[src/rtl/core/mphp_pkg.sv]
// ----------------------------------------------------------------------------
// mphp_pkg
// Shared types and constants for the mesh packet header parser.
// ----------------------------------------------------------------------------
package mphp_pkg;

    localparam int BYTE_W = 8;
    localparam int CODE_W = 16;
    localparam int PATH_W = 8;
    localparam int LEN_W  = 10;
    localparam int CFG_W  = 10;

    // Field masks of the path length byte
    localparam logic [BYTE_W-1:0] HOP_MASK  = 8'h3F;
    localparam logic [BYTE_W-1:0] HASH_MASK = 8'hC0;

    localparam logic [PATH_W-1:0] MAX_PATH_RST    = 8'd64;
    localparam logic [LEN_W-1:0]  MAX_PAYLOAD_RST = 10'd184;
    localparam logic [LEN_W-1:0]  PAYLOAD_SAT     = 10'h3FF;

    // Configuration register indexes
    typedef enum logic [0:0] {
        CFG_MAX_PATH    = 1'b0,
        CFG_MAX_PAYLOAD = 1'b1
    } t_cfg_idx;

    // Parser phase, one-hot
    typedef enum logic [5:0] {
        PH_HEADER  = 6'b000001,
        PH_CODES   = 6'b000010,
        PH_PLEN    = 6'b000100,
        PH_PATH    = 6'b001000,
        PH_PAYLOAD = 6'b010000,
        PH_DROP    = 6'b100000
    } t_phase;

    typedef enum logic [2:0] {
        ROLE_HEADER  = 3'd0,
        ROLE_CODE    = 3'd1,
        ROLE_PLEN    = 3'd2,
        ROLE_PATH    = 3'd3,
        ROLE_PAYLOAD = 3'd4,
        ROLE_DROP    = 3'd5
    } t_role;

    typedef enum logic [3:0] {
        ST_OK          = 4'd0,
        ST_VERSION     = 4'd1,
        ST_CODES       = 4'd2,
        ST_LENGTH      = 4'd3,
        ST_HASHSIZE    = 4'd4,
        ST_PATHLONG    = 4'd5,
        ST_PATHSHORT   = 4'd6,
        ST_EMPTY       = 4'd7,
        ST_PAYLOADLONG = 4'd8
    } t_status;

    // One result beat
    typedef struct packed {
        t_role              byte_role;
        logic [BYTE_W-1:0]  byte_out;
        logic               packet_done;
        t_status            status;
        logic [1:0]         route_type;
        logic [3:0]         payload_kind;
        logic [5:0]         hop_cnt;
        logic [1:0]         hash_len;
        logic [CODE_W-1:0]  transport_first;
        logic [CODE_W-1:0]  transport_second;
        logic [LEN_W-1:0]   payload_length;
    } t_result;

endpackage

[src/rtl/core/mphp_if.sv]
// ----------------------------------------------------------------------------
// mphp_if
// Valid/ready channels for packet bytes in and parse results out.
// ----------------------------------------------------------------------------
interface mphp_in_if
    import mphp_pkg::*;
();
    logic              valid;
    logic              ready;
    logic [BYTE_W-1:0] data_byte;
    logic              end_of_packet;

    modport source (output valid, output data_byte, output end_of_packet, input ready);
    modport sink   (input valid, input data_byte, input end_of_packet, output ready);
endinterface

interface mphp_out_if
    import mphp_pkg::*;
();
    logic              valid;
    logic              ready;
    logic [2:0]        byte_role;
    logic [BYTE_W-1:0] byte_out;
    logic              packet_done;
    logic [3:0]        status;
    logic [1:0]        route_type;
    logic [3:0]        payload_kind;
    logic [5:0]        hop_cnt;
    logic [1:0]        hash_len;
    logic [CODE_W-1:0] transport_first;
    logic [CODE_W-1:0] transport_second;
    logic [LEN_W-1:0]  payload_length;

    modport source (
        output valid, input ready,
        output byte_role, output byte_out, output packet_done, output status,
        output route_type, output payload_kind, output hop_cnt, output hash_len,
        output transport_first, output transport_second, output payload_length
    );
    modport sink (
        input valid, output ready,
        input byte_role, input byte_out, input packet_done, input status,
        input route_type, input payload_kind, input hop_cnt, input hash_len,
        input transport_first, input transport_second, input payload_length
    );
endinterface

[src/rtl/core/mphp_parse_core.sv]
// ----------------------------------------------------------------------------
// mphp_parse_core
// Per-packet parse state and the single-byte state update with its result.
// ----------------------------------------------------------------------------
module mphp_parse_core
    import mphp_pkg::*;
(
    input  logic              i_clk,
    input  logic              i_rst_n,
    input  logic              i_step,
    input  logic [BYTE_W-1:0] i_byte,
    input  logic              i_last,
    input  logic [PATH_W-1:0] i_max_path,
    input  logic [LEN_W-1:0]  i_max_payload,
    output t_result           o_res
);

    t_phase            r_phase,    n_phase;
    logic [1:0]        r_sub,      n_sub;
    logic [PATH_W-1:0] r_path_rem, n_path_rem;
    logic [LEN_W-1:0]  r_seen,     n_seen;
    t_status           r_err,      n_err;
    logic [1:0]        r_route,    n_route;
    logic [3:0]        r_kind,     n_kind;
    logic [5:0]        r_hops,     n_hops;
    logic [1:0]        r_hash,     n_hash;
    logic [CODE_W-1:0] r_code1,    n_code1;
    logic [CODE_W-1:0] r_code2,    n_code2;

    logic [1:0]        hash_field;
    logic [2:0]        hash_bytes;
    logic [PATH_W-1:0] path_len;
    t_role             role;
    t_phase            step_phase;
    t_status           st;

    // Path length byte decode
    always_comb begin
        hash_field = 2'((i_byte & HASH_MASK) >> 6);
        hash_bytes = {1'b0, hash_field} + 3'd1;
        path_len   = 8'(PATH_W'(i_byte & HOP_MASK) * PATH_W'(hash_bytes));
    end

    // Advance the parse state by one byte
    always_comb begin
        n_sub      = r_sub;
        n_path_rem = r_path_rem;
        n_seen     = r_seen;
        n_err      = r_err;
        n_route    = r_route;
        n_kind     = r_kind;
        n_hops     = r_hops;
        n_hash     = r_hash;
        n_code1    = r_code1;
        n_code2    = r_code2;
        step_phase = r_phase;
        role       = ROLE_DROP;

        case (r_phase)
            PH_HEADER: begin
                role       = ROLE_HEADER;
                n_sub      = '0;
                n_path_rem = '0;
                n_seen     = '0;
                n_err      = ST_OK;
                n_route    = i_byte[1:0];
                n_kind     = i_byte[5:2];
                n_hops     = '0;
                n_hash     = 2'd1;
                n_code1    = '0;
                n_code2    = '0;
                if (i_byte[7:6] != 2'd0) begin
                    n_err      = ST_VERSION;
                    step_phase = PH_DROP;
                end else if (i_byte[1:0] == 2'd0 || i_byte[1:0] == 2'd3) begin
                    step_phase = PH_CODES;
                end else begin
                    step_phase = PH_PLEN;
                end
            end
            PH_CODES: begin
                role  = ROLE_CODE;
                n_sub = r_sub + 2'd1;
                case (r_sub)
                    2'd0:    n_code1[7:0]  = i_byte;
                    2'd1:    n_code1[15:8] = i_byte;
                    2'd2:    n_code2[7:0]  = i_byte;
                    default: n_code2[15:8] = i_byte;
                endcase
                if (r_sub == 2'd3) begin
                    step_phase = PH_PLEN;
                end
            end
            PH_PLEN: begin
                role   = ROLE_PLEN;
                n_hops = 6'(i_byte & HOP_MASK);
                n_hash = hash_bytes[1:0];
                if (hash_field == 2'd3) begin
                    n_err      = ST_HASHSIZE;
                    step_phase = PH_DROP;
                end else if (path_len > i_max_path) begin
                    n_err      = ST_PATHLONG;
                    step_phase = PH_DROP;
                end else begin
                    n_path_rem = path_len;
                    step_phase = (path_len != '0) ? PH_PATH : PH_PAYLOAD;
                end
            end
            PH_PATH: begin
                role = ROLE_PATH;
                if (r_path_rem != '0) begin
                    n_path_rem = r_path_rem - 8'd1;
                end
                if (n_path_rem == '0) begin
                    step_phase = PH_PAYLOAD;
                end
            end
            PH_PAYLOAD: begin
                role = ROLE_PAYLOAD;
                if (r_seen != PAYLOAD_SAT) begin
                    n_seen = r_seen + 10'd1;
                end
                if (r_seen >= i_max_payload) begin
                    n_err      = ST_PAYLOADLONG;
                    step_phase = PH_DROP;
                end
            end
            default: begin
                role = ROLE_DROP;
            end
        endcase
    end

    // Final status: first error, else the phase that was cut short, else empty or OK
    always_comb begin
        if (n_err != ST_OK) begin
            st = n_err;
        end else if (step_phase == PH_CODES) begin
            st = ST_CODES;
        end else if (step_phase == PH_PLEN) begin
            st = ST_LENGTH;
        end else if (step_phase == PH_PATH) begin
            st = ST_PATHSHORT;
        end else if (n_seen == '0) begin
            st = ST_EMPTY;
        end else begin
            st = ST_OK;
        end
        n_phase = i_last ? PH_HEADER : step_phase;
    end

    // Build the result beat; summary fields only on the final byte
    always_comb begin
        o_res                  = '0;
        o_res.byte_role        = role;
        o_res.byte_out         = i_byte;
        o_res.status           = ST_OK;
        if (i_last) begin
            o_res.packet_done      = 1'b1;
            o_res.status           = st;
            o_res.route_type       = n_route;
            o_res.payload_kind     = n_kind;
            o_res.hop_cnt          = n_hops;
            o_res.hash_len         = n_hash;
            o_res.transport_first  = n_code1;
            o_res.transport_second = n_code2;
            o_res.payload_length   = n_seen;
        end
    end

    // Hold state until a byte steps through
    always_ff @(posedge i_clk) begin
        if (!i_rst_n) begin
            r_phase    <= PH_HEADER;
            r_sub      <= '0;
            r_path_rem <= '0;
            r_seen     <= '0;
            r_err      <= ST_OK;
            r_route    <= '0;
            r_kind     <= '0;
            r_hops     <= '0;
            r_hash     <= 2'd1;
            r_code1    <= '0;
            r_code2    <= '0;
        end else if (i_step) begin
            r_phase    <= n_phase;
            r_sub      <= n_sub;
            r_path_rem <= n_path_rem;
            r_seen     <= n_seen;
            r_err      <= n_err;
            r_route    <= n_route;
            r_kind     <= n_kind;
            r_hops     <= n_hops;
            r_hash     <= n_hash;
            r_code1    <= n_code1;
            r_code2    <= n_code2;
        end
    end

endmodule

[src/rtl/core/mesh_packet_header_parser_unit.sv]
// ----------------------------------------------------------------------------
// mesh_packet_header_parser_unit
// Byte-serial mesh packet header parser: tags each byte with its role and
// reports status and header fields on the final byte.
// ----------------------------------------------------------------------------
// Path: an accepted byte goes through the input register, then the result register.
// Throughput: 1 byte per cycle while the result side is ready; the per-byte parse
// update between the input register and the result register is the only loop.
// Reset: synchronous, active low; clears the parse state to "expect header"
// and sets the path limit to 64 bytes and the payload limit to 184 bytes.
module mesh_packet_header_parser_unit
    import mphp_pkg::*;
(
    input  logic             i_clk,
    input  logic             i_rst_n,
    input  logic             i_cfg_we,
    input  logic [0:0]       i_cfg_idx,
    input  logic [CFG_W-1:0] i_cfg_data,
    mphp_in_if.sink          i_in,
    mphp_out_if.source       o_out
);

    logic              r_in_vld;
    logic [BYTE_W-1:0] r_in_byte;
    logic              r_in_last;
    logic              r_out_vld;
    t_result           r_out;
    logic [PATH_W-1:0] r_max_path;
    logic [LEN_W-1:0]  r_max_payload;

    logic              step;
    t_result           res;

    // Move the held byte on when the result register is free or drains
    assign step       = r_in_vld && (!r_out_vld || o_out.ready);
    assign i_in.ready = !r_in_vld || step;

    // Configuration registers
    always_ff @(posedge i_clk) begin
        if (!i_rst_n) begin
            r_max_path    <= MAX_PATH_RST;
            r_max_payload <= MAX_PAYLOAD_RST;
        end else if (i_cfg_we) begin
            case (t_cfg_idx'(i_cfg_idx))
                CFG_MAX_PATH:    r_max_path    <= i_cfg_data[PATH_W-1:0];
                CFG_MAX_PAYLOAD: r_max_payload <= i_cfg_data[LEN_W-1:0];
                default: begin
                end
            endcase
        end
    end

    // Input register
    always_ff @(posedge i_clk) begin
        if (!i_rst_n) begin
            r_in_vld <= 1'b0;
        end else if (i_in.ready) begin
            r_in_vld <= i_in.valid;
        end
    end

    always_ff @(posedge i_clk) begin
        if (i_in.valid && i_in.ready) begin
            r_in_byte <= i_in.data_byte;
            r_in_last <= i_in.end_of_packet;
        end
    end

    mphp_parse_core u_core (
        .i_clk         (i_clk),
        .i_rst_n       (i_rst_n),
        .i_step        (step),
        .i_byte        (r_in_byte),
        .i_last        (r_in_last),
        .i_max_path    (r_max_path),
        .i_max_payload (r_max_payload),
        .o_res         (res)
    );

    // Result register
    always_ff @(posedge i_clk) begin
        if (!i_rst_n) begin
            r_out_vld <= 1'b0;
        end else if (step) begin
            r_out_vld <= 1'b1;
        end else if (o_out.ready) begin
            r_out_vld <= 1'b0;
        end
    end

    always_ff @(posedge i_clk) begin
        if (step) begin
            r_out <= res;
        end
    end

    assign o_out.valid            = r_out_vld;
    assign o_out.byte_role        = r_out.byte_role;
    assign o_out.byte_out         = r_out.byte_out;
    assign o_out.packet_done      = r_out.packet_done;
    assign o_out.status           = r_out.status;
    assign o_out.route_type       = r_out.route_type;
    assign o_out.payload_kind     = r_out.payload_kind;
    assign o_out.hop_cnt          = r_out.hop_cnt;
    assign o_out.hash_len         = r_out.hash_len;
    assign o_out.transport_first  = r_out.transport_first;
    assign o_out.transport_second = r_out.transport_second;
    assign o_out.payload_length   = r_out.payload_length;

endmodule

[src/flat_wrapper.sv]
// flat-port wrapper written by rule: the top's interface ports become plain ports
module mesh_packet_header_parser_unit_flat import mphp_pkg::*;
  (i_clk, i_rst_n, i_cfg_we, i_cfg_idx, i_cfg_data, i_in_valid, i_in_data_byte, i_in_end_of_packet, i_in_ready, o_out_valid, o_out_ready, o_out_byte_role, o_out_byte_out, o_out_packet_done, o_out_status, o_out_route_type, o_out_payload_kind, o_out_hop_cnt, o_out_hash_len, o_out_transport_first, o_out_transport_second, o_out_payload_length);
  mphp_in_if i_in_i ();
  mphp_out_if o_out_i ();
  input  logic i_clk;
  input  logic i_rst_n;
  input  logic i_cfg_we;
  input  logic [0:0] i_cfg_idx;
  input  logic [CFG_W-1:0] i_cfg_data;
  input wire logic [$bits(i_in_i.valid)-1:0] i_in_valid;
  input wire logic [$bits(i_in_i.data_byte)-1:0] i_in_data_byte;
  input wire logic [$bits(i_in_i.end_of_packet)-1:0] i_in_end_of_packet;
  output wire logic [$bits(i_in_i.ready)-1:0] i_in_ready;
  output wire logic [$bits(o_out_i.valid)-1:0] o_out_valid;
  input wire logic [$bits(o_out_i.ready)-1:0] o_out_ready;
  output wire logic [$bits(o_out_i.byte_role)-1:0] o_out_byte_role;
  output wire logic [$bits(o_out_i.byte_out)-1:0] o_out_byte_out;
  output wire logic [$bits(o_out_i.packet_done)-1:0] o_out_packet_done;
  output wire logic [$bits(o_out_i.status)-1:0] o_out_status;
  output wire logic [$bits(o_out_i.route_type)-1:0] o_out_route_type;
  output wire logic [$bits(o_out_i.payload_kind)-1:0] o_out_payload_kind;
  output wire logic [$bits(o_out_i.hop_cnt)-1:0] o_out_hop_cnt;
  output wire logic [$bits(o_out_i.hash_len)-1:0] o_out_hash_len;
  output wire logic [$bits(o_out_i.transport_first)-1:0] o_out_transport_first;
  output wire logic [$bits(o_out_i.transport_second)-1:0] o_out_transport_second;
  output wire logic [$bits(o_out_i.payload_length)-1:0] o_out_payload_length;
  assign i_in_i.valid = i_in_valid;
  assign i_in_i.data_byte = i_in_data_byte;
  assign i_in_i.end_of_packet = i_in_end_of_packet;
  assign i_in_ready = i_in_i.ready;
  assign o_out_valid = o_out_i.valid;
  assign o_out_i.ready = o_out_ready;
  assign o_out_byte_role = o_out_i.byte_role;
  assign o_out_byte_out = o_out_i.byte_out;
  assign o_out_packet_done = o_out_i.packet_done;
  assign o_out_status = o_out_i.status;
  assign o_out_route_type = o_out_i.route_type;
  assign o_out_payload_kind = o_out_i.payload_kind;
  assign o_out_hop_cnt = o_out_i.hop_cnt;
  assign o_out_hash_len = o_out_i.hash_len;
  assign o_out_transport_first = o_out_i.transport_first;
  assign o_out_transport_second = o_out_i.transport_second;
  assign o_out_payload_length = o_out_i.payload_length;
  mesh_packet_header_parser_unit u_core (.i_clk(i_clk), .i_rst_n(i_rst_n), .i_cfg_we(i_cfg_we), .i_cfg_idx(i_cfg_idx), .i_cfg_data(i_cfg_data), .i_in(i_in_i), .o_out(o_out_i));
endmodule
[config.mk]
export PLATFORM = sky130hd
export DESIGN_NAME = mesh_packet_header_parser_unit_flat
export DESIGN_NICKNAME = d
export VERILOG_FILES = /design/src/rtl/core/mphp_pkg.sv /design/src/rtl/core/mphp_if.sv /design/src/rtl/core/mphp_parse_core.sv /design/src/rtl/core/mesh_packet_header_parser_unit.sv /design/src/flat_wrapper.sv
export SDC_FILE = /design/constraint.sdc
export NUM_CORES = 1
export LEC_CHECK = 0
export ABC_AREA = 0
export BUFFER_PORTS_ARGS = -buffer_cell sky130_fd_sc_hd__clkbuf_2
export CAP_MARGIN = 20
export CORE_MARGIN = 10
export CORE_UTILIZATION = 55
export DETAILED_ROUTE_END_ITERATION = 7
export GPL_TIMING_DRIVEN = 0
export PLACE_DENSITY = 0.76
export SLEW_MARGIN = 20
export SYNTH_ARGS = -nofsm -noshare
export SYNTH_HDL_FRONTEND = slang
export SYNTH_SLANG_ARGS = --single-unit
[constraint.sdc]
create_clock -name i_clk -period 6.31 [get_ports i_clk]
set_clock_uncertainty 0.2 [all_clocks]
set_input_delay 1.262 -clock i_clk [delete_from_list [all_inputs] [get_ports i_clk]]
set_output_delay 1.262 -clock i_clk [all_outputs]
set_load 0.05 [all_outputs]
==> results.sh, run 1 <==
export IMPL_clk_pin_slew_worst_paths_ps=60
export IMPL_status="finished clean"
export IMPL_vias=7869
export IMPL_hpwl_um=17070
export IMPL_ctsRootBufferMaster="clkbuf_16"
export IMPL_htreeDepth=4
export IMPL_slew_violations=0
export IMPL_fin_crit_sh_pct=95.19
export IMPL_rsz0062_at_grt="false"
export IMPL_synth_yosys_seq_area_share_pct=49.40
export IMPL_io_buffers=98
export IMPL_finalNonFillerCells=1336
export IMPL_end_kind="flop"
export IMPL_final_common_cell="nand2_1"
export IMPL_yosys_warnings=0
export IMPL_whs_endpoint="u_core.o_out.byte_out[1]$_DFFE_PP_"
export IMPL_reg2reg_depth=18
export IMPL_drv_cap=0
export IMPL_die_area_um2=21490
export IMPL_placed_area_um2=9605
export IMPL_timing_hold_ws_ps=252.5
export IMPL_syn_to_final_growth_pct=15.29
export IMPL_drtAntennaViolNets=0
export IMPL_setup_viol=0
export IMPL_post_cts_resized=1
export IMPL_insertedDiodeCount=0
export IMPL_fin_area_um2=10160
export IMPL_synth_seq_cells=177
export IMPL_nets=1170
export IMPL_startpoint_type="flop"
export IMPL_hold_start="u_core.r_in_byte[1]$_DFFE_PP_"
export IMPL_max_vdd_ir_drop_mv=0.2093
export IMPL_routed_wl_um=23840
export IMPL_synth_edf_count=81
export IMPL_tns_ps=0
export IMPL_hold_viol=0
export IMPL_synth_top_cell_area_share_pct=27.60
export IMPL_crit_path_max_fanout=10
export IMPL_die_w_um=146.6
export IMPL_avgSynthCellArea_um2=8.911
export IMPL_grt_max_degree=56
export IMPL_postCtsSetupBuffers=0
export IMPL_layout_common_cells="nand2_1, a21oi_1, nor2_1"
export IMPL_synthArstFlopShare_pct=0
export IMPL_synth_top_area_cell="edfxtp_1"
export IMPL_grt_overflow=0
export IMPL_gp_congestion=0.9373
export IMPL_fmax_mhz=166.5
export IMPL_fillers=1358
export IMPL_grt_pass1_wl_um=37850
export IMPL_clock_path_buffers=2
export IMPL_clk_latency_ps=440
export IMPL_cts_hold_buffers=0
export IMPL_antenna_found_initial=0
export IMPL_syn_num_nets=1052
export IMPL_grt_total_usage_pct=21.81
export IMPL_fp_row_count=46
export IMPL_drc_errors=0
export IMPL_drive_gt1_share_pct=13.39
export IMPL_routedWlPerCell_um=17.84
export IMPL_drt_vias_per_instance=5.890
export IMPL_crit_type="flop to flop"
export IMPL_cellPowerDensity_nw_per_um2=263.1
export IMPL_worst_pin_slew_ps=842.4
export IMPL_cts_tree="yes"
export IMPL_syn_cell_area_um2=8813
export IMPL_synth_cell_types=68
export IMPL_worstReg2RegEnd="u_core.o_out.status[0]$_SDFFCE_PN0P_"
export IMPL_slew_headroom_pct=43.59
export IMPL_crit_required_ps=6350
export IMPL_r2r_slack_ps=300
export IMPL_initial_core_util_pct=55.89
export IMPL_core_area_um2=15770
export IMPL_grt_pass1_vias=7007
export IMPL_drt_iter0_markers=860
export IMPL_final_util_pct=64.43
export IMPL_die_h_um=146.6
export IMPL_hold_depth=0
export IMPL_netlist_instances=989
export IMPL_dp_cells=1304
export IMPL_synthTopCellsByArea="edfxtp_1, dfxtp_1, nand2_1"
export IMPL_cts_made_buffers=17
export IMPL_pin_count=99
export IMPL_synth_ff_type="dfxtp_1"
export IMPL_r2r_start="u_core.r_in_byte[2]$_DFFE_PP_"
export IMPL_crit_arrival_ps=6050
export IMPL_post_route_min_period_ps=6006
export IMPL_dr_pass1_iters=7
export IMPL_hold_path_class="flop to flop"
export IMPL_cts_sink_count=177
export IMPL_p_leak_uw=0.003808
## kinds of logic (layout without fill, tap and decap cells)
family / count (synthesis) / after routing / synth area share, %
xor+xnor: 8 / 8 / 0.7950
buf+inv: 104 / 235 / 4.458
mux: 3 / 3 / 0.3833
compound gates: 242 / 242 / 17.29
simple gates: 416 / 416 / 21.73
flops: 177 / 177 / 49.40
fa+ha+maj: 39 / 39 / 5.934
## metal layers
metal | part of all wire [%] | wire [um] | track usage [%]
met5 | 0 | 0 | 0
met4 | 1.9 | 441 | 6.206
met3 | 9.8 | 2334 | 5.377
met2 | 45 | 10800 | 34.28
met1 | 43 | 10260 | 29.15
## worst max-delay path by stage
stage                                  startpoint                              endpoint  slack (ps)  cells past startpoint
global route        u_core.r_in_byte[2]$_DFFE_PP_  u_core.o_out.status[0]$_SDFFCE_PN0P_          30                     18
finish              u_core.r_in_byte[2]$_DFFE_PP_  u_core.o_out.status[0]$_SDFFCE_PN0P_         300                     18
floorplan           u_core.r_in_byte[7]$_DFFE_PP_  u_core.o_out.status[0]$_SDFFCE_PN0P_        1160                     20
global placement    u_core.r_in_byte[1]$_DFFE_PP_  u_core.o_out.status[0]$_SDFFCE_PN0P_          20                     19
CTS                 u_core.r_in_byte[0]$_DFFE_PP_  u_core.o_out.status[0]$_SDFFCE_PN0P_          20                     19
detailed placement  u_core.r_in_byte[1]$_DFFE_PP_  u_core.o_out.status[0]$_SDFFCE_PN0P_         -30                     19
## stage by stage
step | total power [uW] | setup WS [ps]
floorplan | 1577 | 1163
global placement | 1697 | 18.93
detailed placement | 1702 | -26.26
CTS | 2671 | 17.91
global route | 2767 | 27.80
finish | 2674 | 303.5
## where the power goes
part	total (uW)	switching, uW	internal (uW)
logic	423	311	112
clock network	988	449	539
registers	1260	24.5	1240
## critical path: stages (launching register included)
cell	delay, ps
edfxtp_1	640
clkbuf_1	610
nand2_1	150
fa_1	450
inv_1	70
ha_1	190
inv_1	60
fa_1	380
xor2_1	290
inv_1	90
ha_1	320
a21oi_1	130
a21boi_0	100
o32a_1	350
maj3_1	410
a31oi_2	380
o21ai_0	310
or3_1	400
o32ai_2	280
## area by class of cell
class / instances / area [um2] / area share (%)
repair buffers: 99 / 518.0 / 5.098
well taps: 216 / 270.3 / 2.660
flip-flops and latches: 177 / 4354 / 42.85
inverters: 45 / 168.9 / 1.662
plain buffers: 59 / 231.5 / 2.278
clock inverters: 15 / 120.1 / 1.182
clock buffers: 17 / 425.4 / 4.187
multi-input cells: 708 / 4073 / 40.08
## registers in the layout, summed over array words and instances (netlist names), 6 cells and up
name and count:
u_core.u_core.r_hops 6, u_core.u_core.r_code2 16, u_core.r_in_byte 8, u_core.u_core.r_seen 10
u_core.u_core.r_phase 6, u_core.r_max_path 8, u_core.o_out.payload_length 10, u_core.r_max_payload 10
u_core.u_core.r_code1 16, u_core.o_out.transport_second 16, u_core.u_core.r_path_rem 8, u_core.o_out.transport_first 16
u_core.o_out.hop_cnt 6, u_core.o_out.byte_out 8
## synthesized netlist by cell type (all sizes together) (8+ instances only)
cell type and number:
nor4 8, nor2b 8, a21oi 115, nand2b 20
nand2 154, a22oi 35, o21ai 26, clkbuf 53
and2 10, nand3 58, a211oi 8, inv 45
nor2 108, edfxtp 81, nor3 17, ha 33
dfxtp 96
Note: power is estimated with default switching activity, not from simulation.
==> run 2: changes to the inputs <==
==> constraint.sdc (replaced) <==
create_clock -name i_clk -period 6.31 [get_ports i_clk]
set_clock_uncertainty 0.2 [all_clocks]
set_input_delay 0.3155 -clock i_clk [delete_from_list [all_inputs] [get_ports i_clk]]
set_output_delay 0.3155 -clock i_clk [all_outputs]
set_load 0.05 [all_outputs]
==> results.sh, run 2 (synthesized netlist as in run 1, its figures left out) <==
export IMPL_dr_pass1_iters=6
export IMPL_routed_wl_um=24140
export IMPL_cp_slowest_stage_delay_ps=650
export IMPL_crit_arrival_ps=6060
export IMPL_setup_viol=0
export IMPL_hpwl_um=17070
export IMPL_end_kind="flop"
export IMPL_layout_common_cells="nand2_1, a21oi_1, nor2_1"
export IMPL_drv_cap=0
export IMPL_slew_violations=0
export IMPL_grt_pass1_wl_um=38430
export IMPL_die_area_um2=21490
export IMPL_clk_pin_slew_worst_paths_ps=60
export IMPL_post_route_min_period_ps=6022
export IMPL_status="finished clean"
export IMPL_gp_congestion=0.9373
export IMPL_cp_common_cell="inv_1"
export IMPL_p_leak_uw=0.003896
export IMPL_drt_iter0_markers=933
export IMPL_p_switching_uw=788.2
export IMPL_syn_to_final_growth_pct=17.67
export IMPL_crit_type="flop to flop"
export IMPL_rsz0062_at_grt="false"
export IMPL_htreeDepth=4
export IMPL_fin_crit_sh_pct=95.44
export IMPL_crit_path_max_fanout=10
export IMPL_internal_power_uw=1897
export IMPL_drtAntennaViolNets=0
export IMPL_clock_path_buffers=2
export IMPL_drc_errors=0
export IMPL_cellPowerDensity_nw_per_um2=258.9
export IMPL_core_area_um2=15770
export IMPL_clock_power_share_pct=36.8
export IMPL_placed_area_um2=9605
export IMPL_seqPwrFrac_pct=47.0
export IMPL_max_vdd_ir_drop_mv=0.2096
export IMPL_die_h_um=146.6
export IMPL_clk_latency_ps=440
export IMPL_insertedDiodeCount=0
export IMPL_die_w_um=146.6
export IMPL_fmax_mhz=166.1
export IMPL_hold_depth=4
export IMPL_critPathSlowestCell="edfxtp_1"
export IMPL_initial_core_util_pct=55.89
export IMPL_cts_tree="yes"
export IMPL_drt_vias_per_instance=5.867
export IMPL_nets=1191
export IMPL_routedWlPerCell_um=17.79
export IMPL_cts_made_buffers=17
export IMPL_reg2reg_depth=18
export IMPL_grt_pass1_vias=7150
export IMPL_hold_path_class="primary input to flop"
export IMPL_drive_gt1_share_pct=13.15
export IMPL_cts_sink_count=177
export IMPL_postCtsSetupBuffers=0
export IMPL_ctsRootBufferMaster="clkbuf_16"
export IMPL_pin_count=99
export IMPL_slew_headroom_pct=44.86
export IMPL_crit_required_ps=6350
export IMPL_sw_frac_of_total_pct=29.35
export IMPL_hold_viol=0
export IMPL_final_common_cell="nand2_1"
export IMPL_fp_row_count=46
export IMPL_vias=7962
export IMPL_tns_ps=0
export IMPL_startpoint_type="flop"
export IMPL_grt_overflow=0
export IMPL_fin_area_um2=10370
export IMPL_path_cells="clkbuf_1 > nand2_1 > fa_1 > inv_1 > ha_1 > inv_1 > fa_1 > xor2_1 > inv_1 > ha_1 > a21oi_1 > a21boi_0 > o32a_1 > maj3_1 > a31oi_2 > o21ai_0 > or3_1 > o32ai_2"
export IMPL_timing_hold_ws_ps=72.84
export IMPL_grt_max_degree=56
export IMPL_io_buffers=98
export IMPL_grt_total_usage_pct=22.12
export IMPL_antenna_found_initial=0
export IMPL_worst_pin_slew_ps=823.5
export IMPL_pwr_share_comb_pct=16.2
==> run 2: worst max-delay path: cells and delay by family, from the launching register on <==
kind                       cells  cell delay (ps)
xor gates and xnor gates       1              300
and+or+nand+nor                2              550
AOI/OAI and AO/OA              6             1550
buffers and inverters          4              830
DFF                            1              650
adders and majority gates      5             1750
==> run 2: power by group through the flow <==
stage,clock (uW),sequential [uW],combinational [uW]
finish,989,1260,434
global route,1040,1270,470
CTS,992,1260,427
detailed placement,0,1290,415
global placement,0,1290,408
floorplan,0,1350,224
==> run 2: what timing repair did <==
item / in CTS / in global routing
gates resized for setup: 1 / 5
hold buffers: 21 / 0
setup endpoints to repair: 1 / 11
endpoints found under the hold margin: 29 / 0
==> run 2: final cells by class <==
type / count / area (um2)
fillers: 1329 / 5399
flip-flops and latches: 177 / 4354
multi-input cells: 708 / 4073
repair buffers: 120 / 728.2
clock buffers: 17 / 425.4
well taps: 216 / 270.3
plain buffers: 59 / 231.5
inverters: 45 / 168.9
clock inverters: 15 / 120.1
==> run 2: per-stage QoR <==
| stage | total power [uW] | std cells | util (%) | setup slack [ps] |
|---|---|---|---|---|
| after floorplan | 1577 | 989 | - | 1163 |
| after global placement | 1697 | 1303 | 60.71 | 18.93 |
| after detailed placement | 1702 | 1304 | 60.91 | -26.26 |
| after CTS | 2681 | 1357 | 65.71 | 17.91 |
| after global routing | 2777 | 1357 | 65.76 | 28.27 |
| final | 2685 | 1357 | 65.76 | 288.0 |
==> run 2: path summary, 6_finish.rpt <==
| check | start | to | slack [ps] |
|---|---|---|---|
| setup / recovery | u_core.r_in_byte[2]$_DFFE_PP_ | u_core.o_out.status[0]$_SDFFCE_PN0P_ | 290 |
| hold / removal | i_rst_n | u_core.u_core.r_phase[0]$_SDFFE_PN1P_ | 70 |
| setup reg to reg | u_core.r_in_byte[2]$_DFFE_PP_ | u_core.o_out.status[0]$_SDFFCE_PN0P_ | 290 |
| hold reg to reg | u_core.r_in_byte[1]$_DFFE_PP_ | u_core.o_out.byte_out[1]$_DFFE_PP_ | 250 |
==> run 2: per-layer routing <==
layer / global-route usage [%] / routed length [um] / share of wire (%)
met5: 0 / 0 / 0
met4: 6.406 / 510 / 2.1
met3: 5.501 / 2470 / 10
met2: 35.08 / 10950 / 45
met1: 29.22 / 10210 / 42
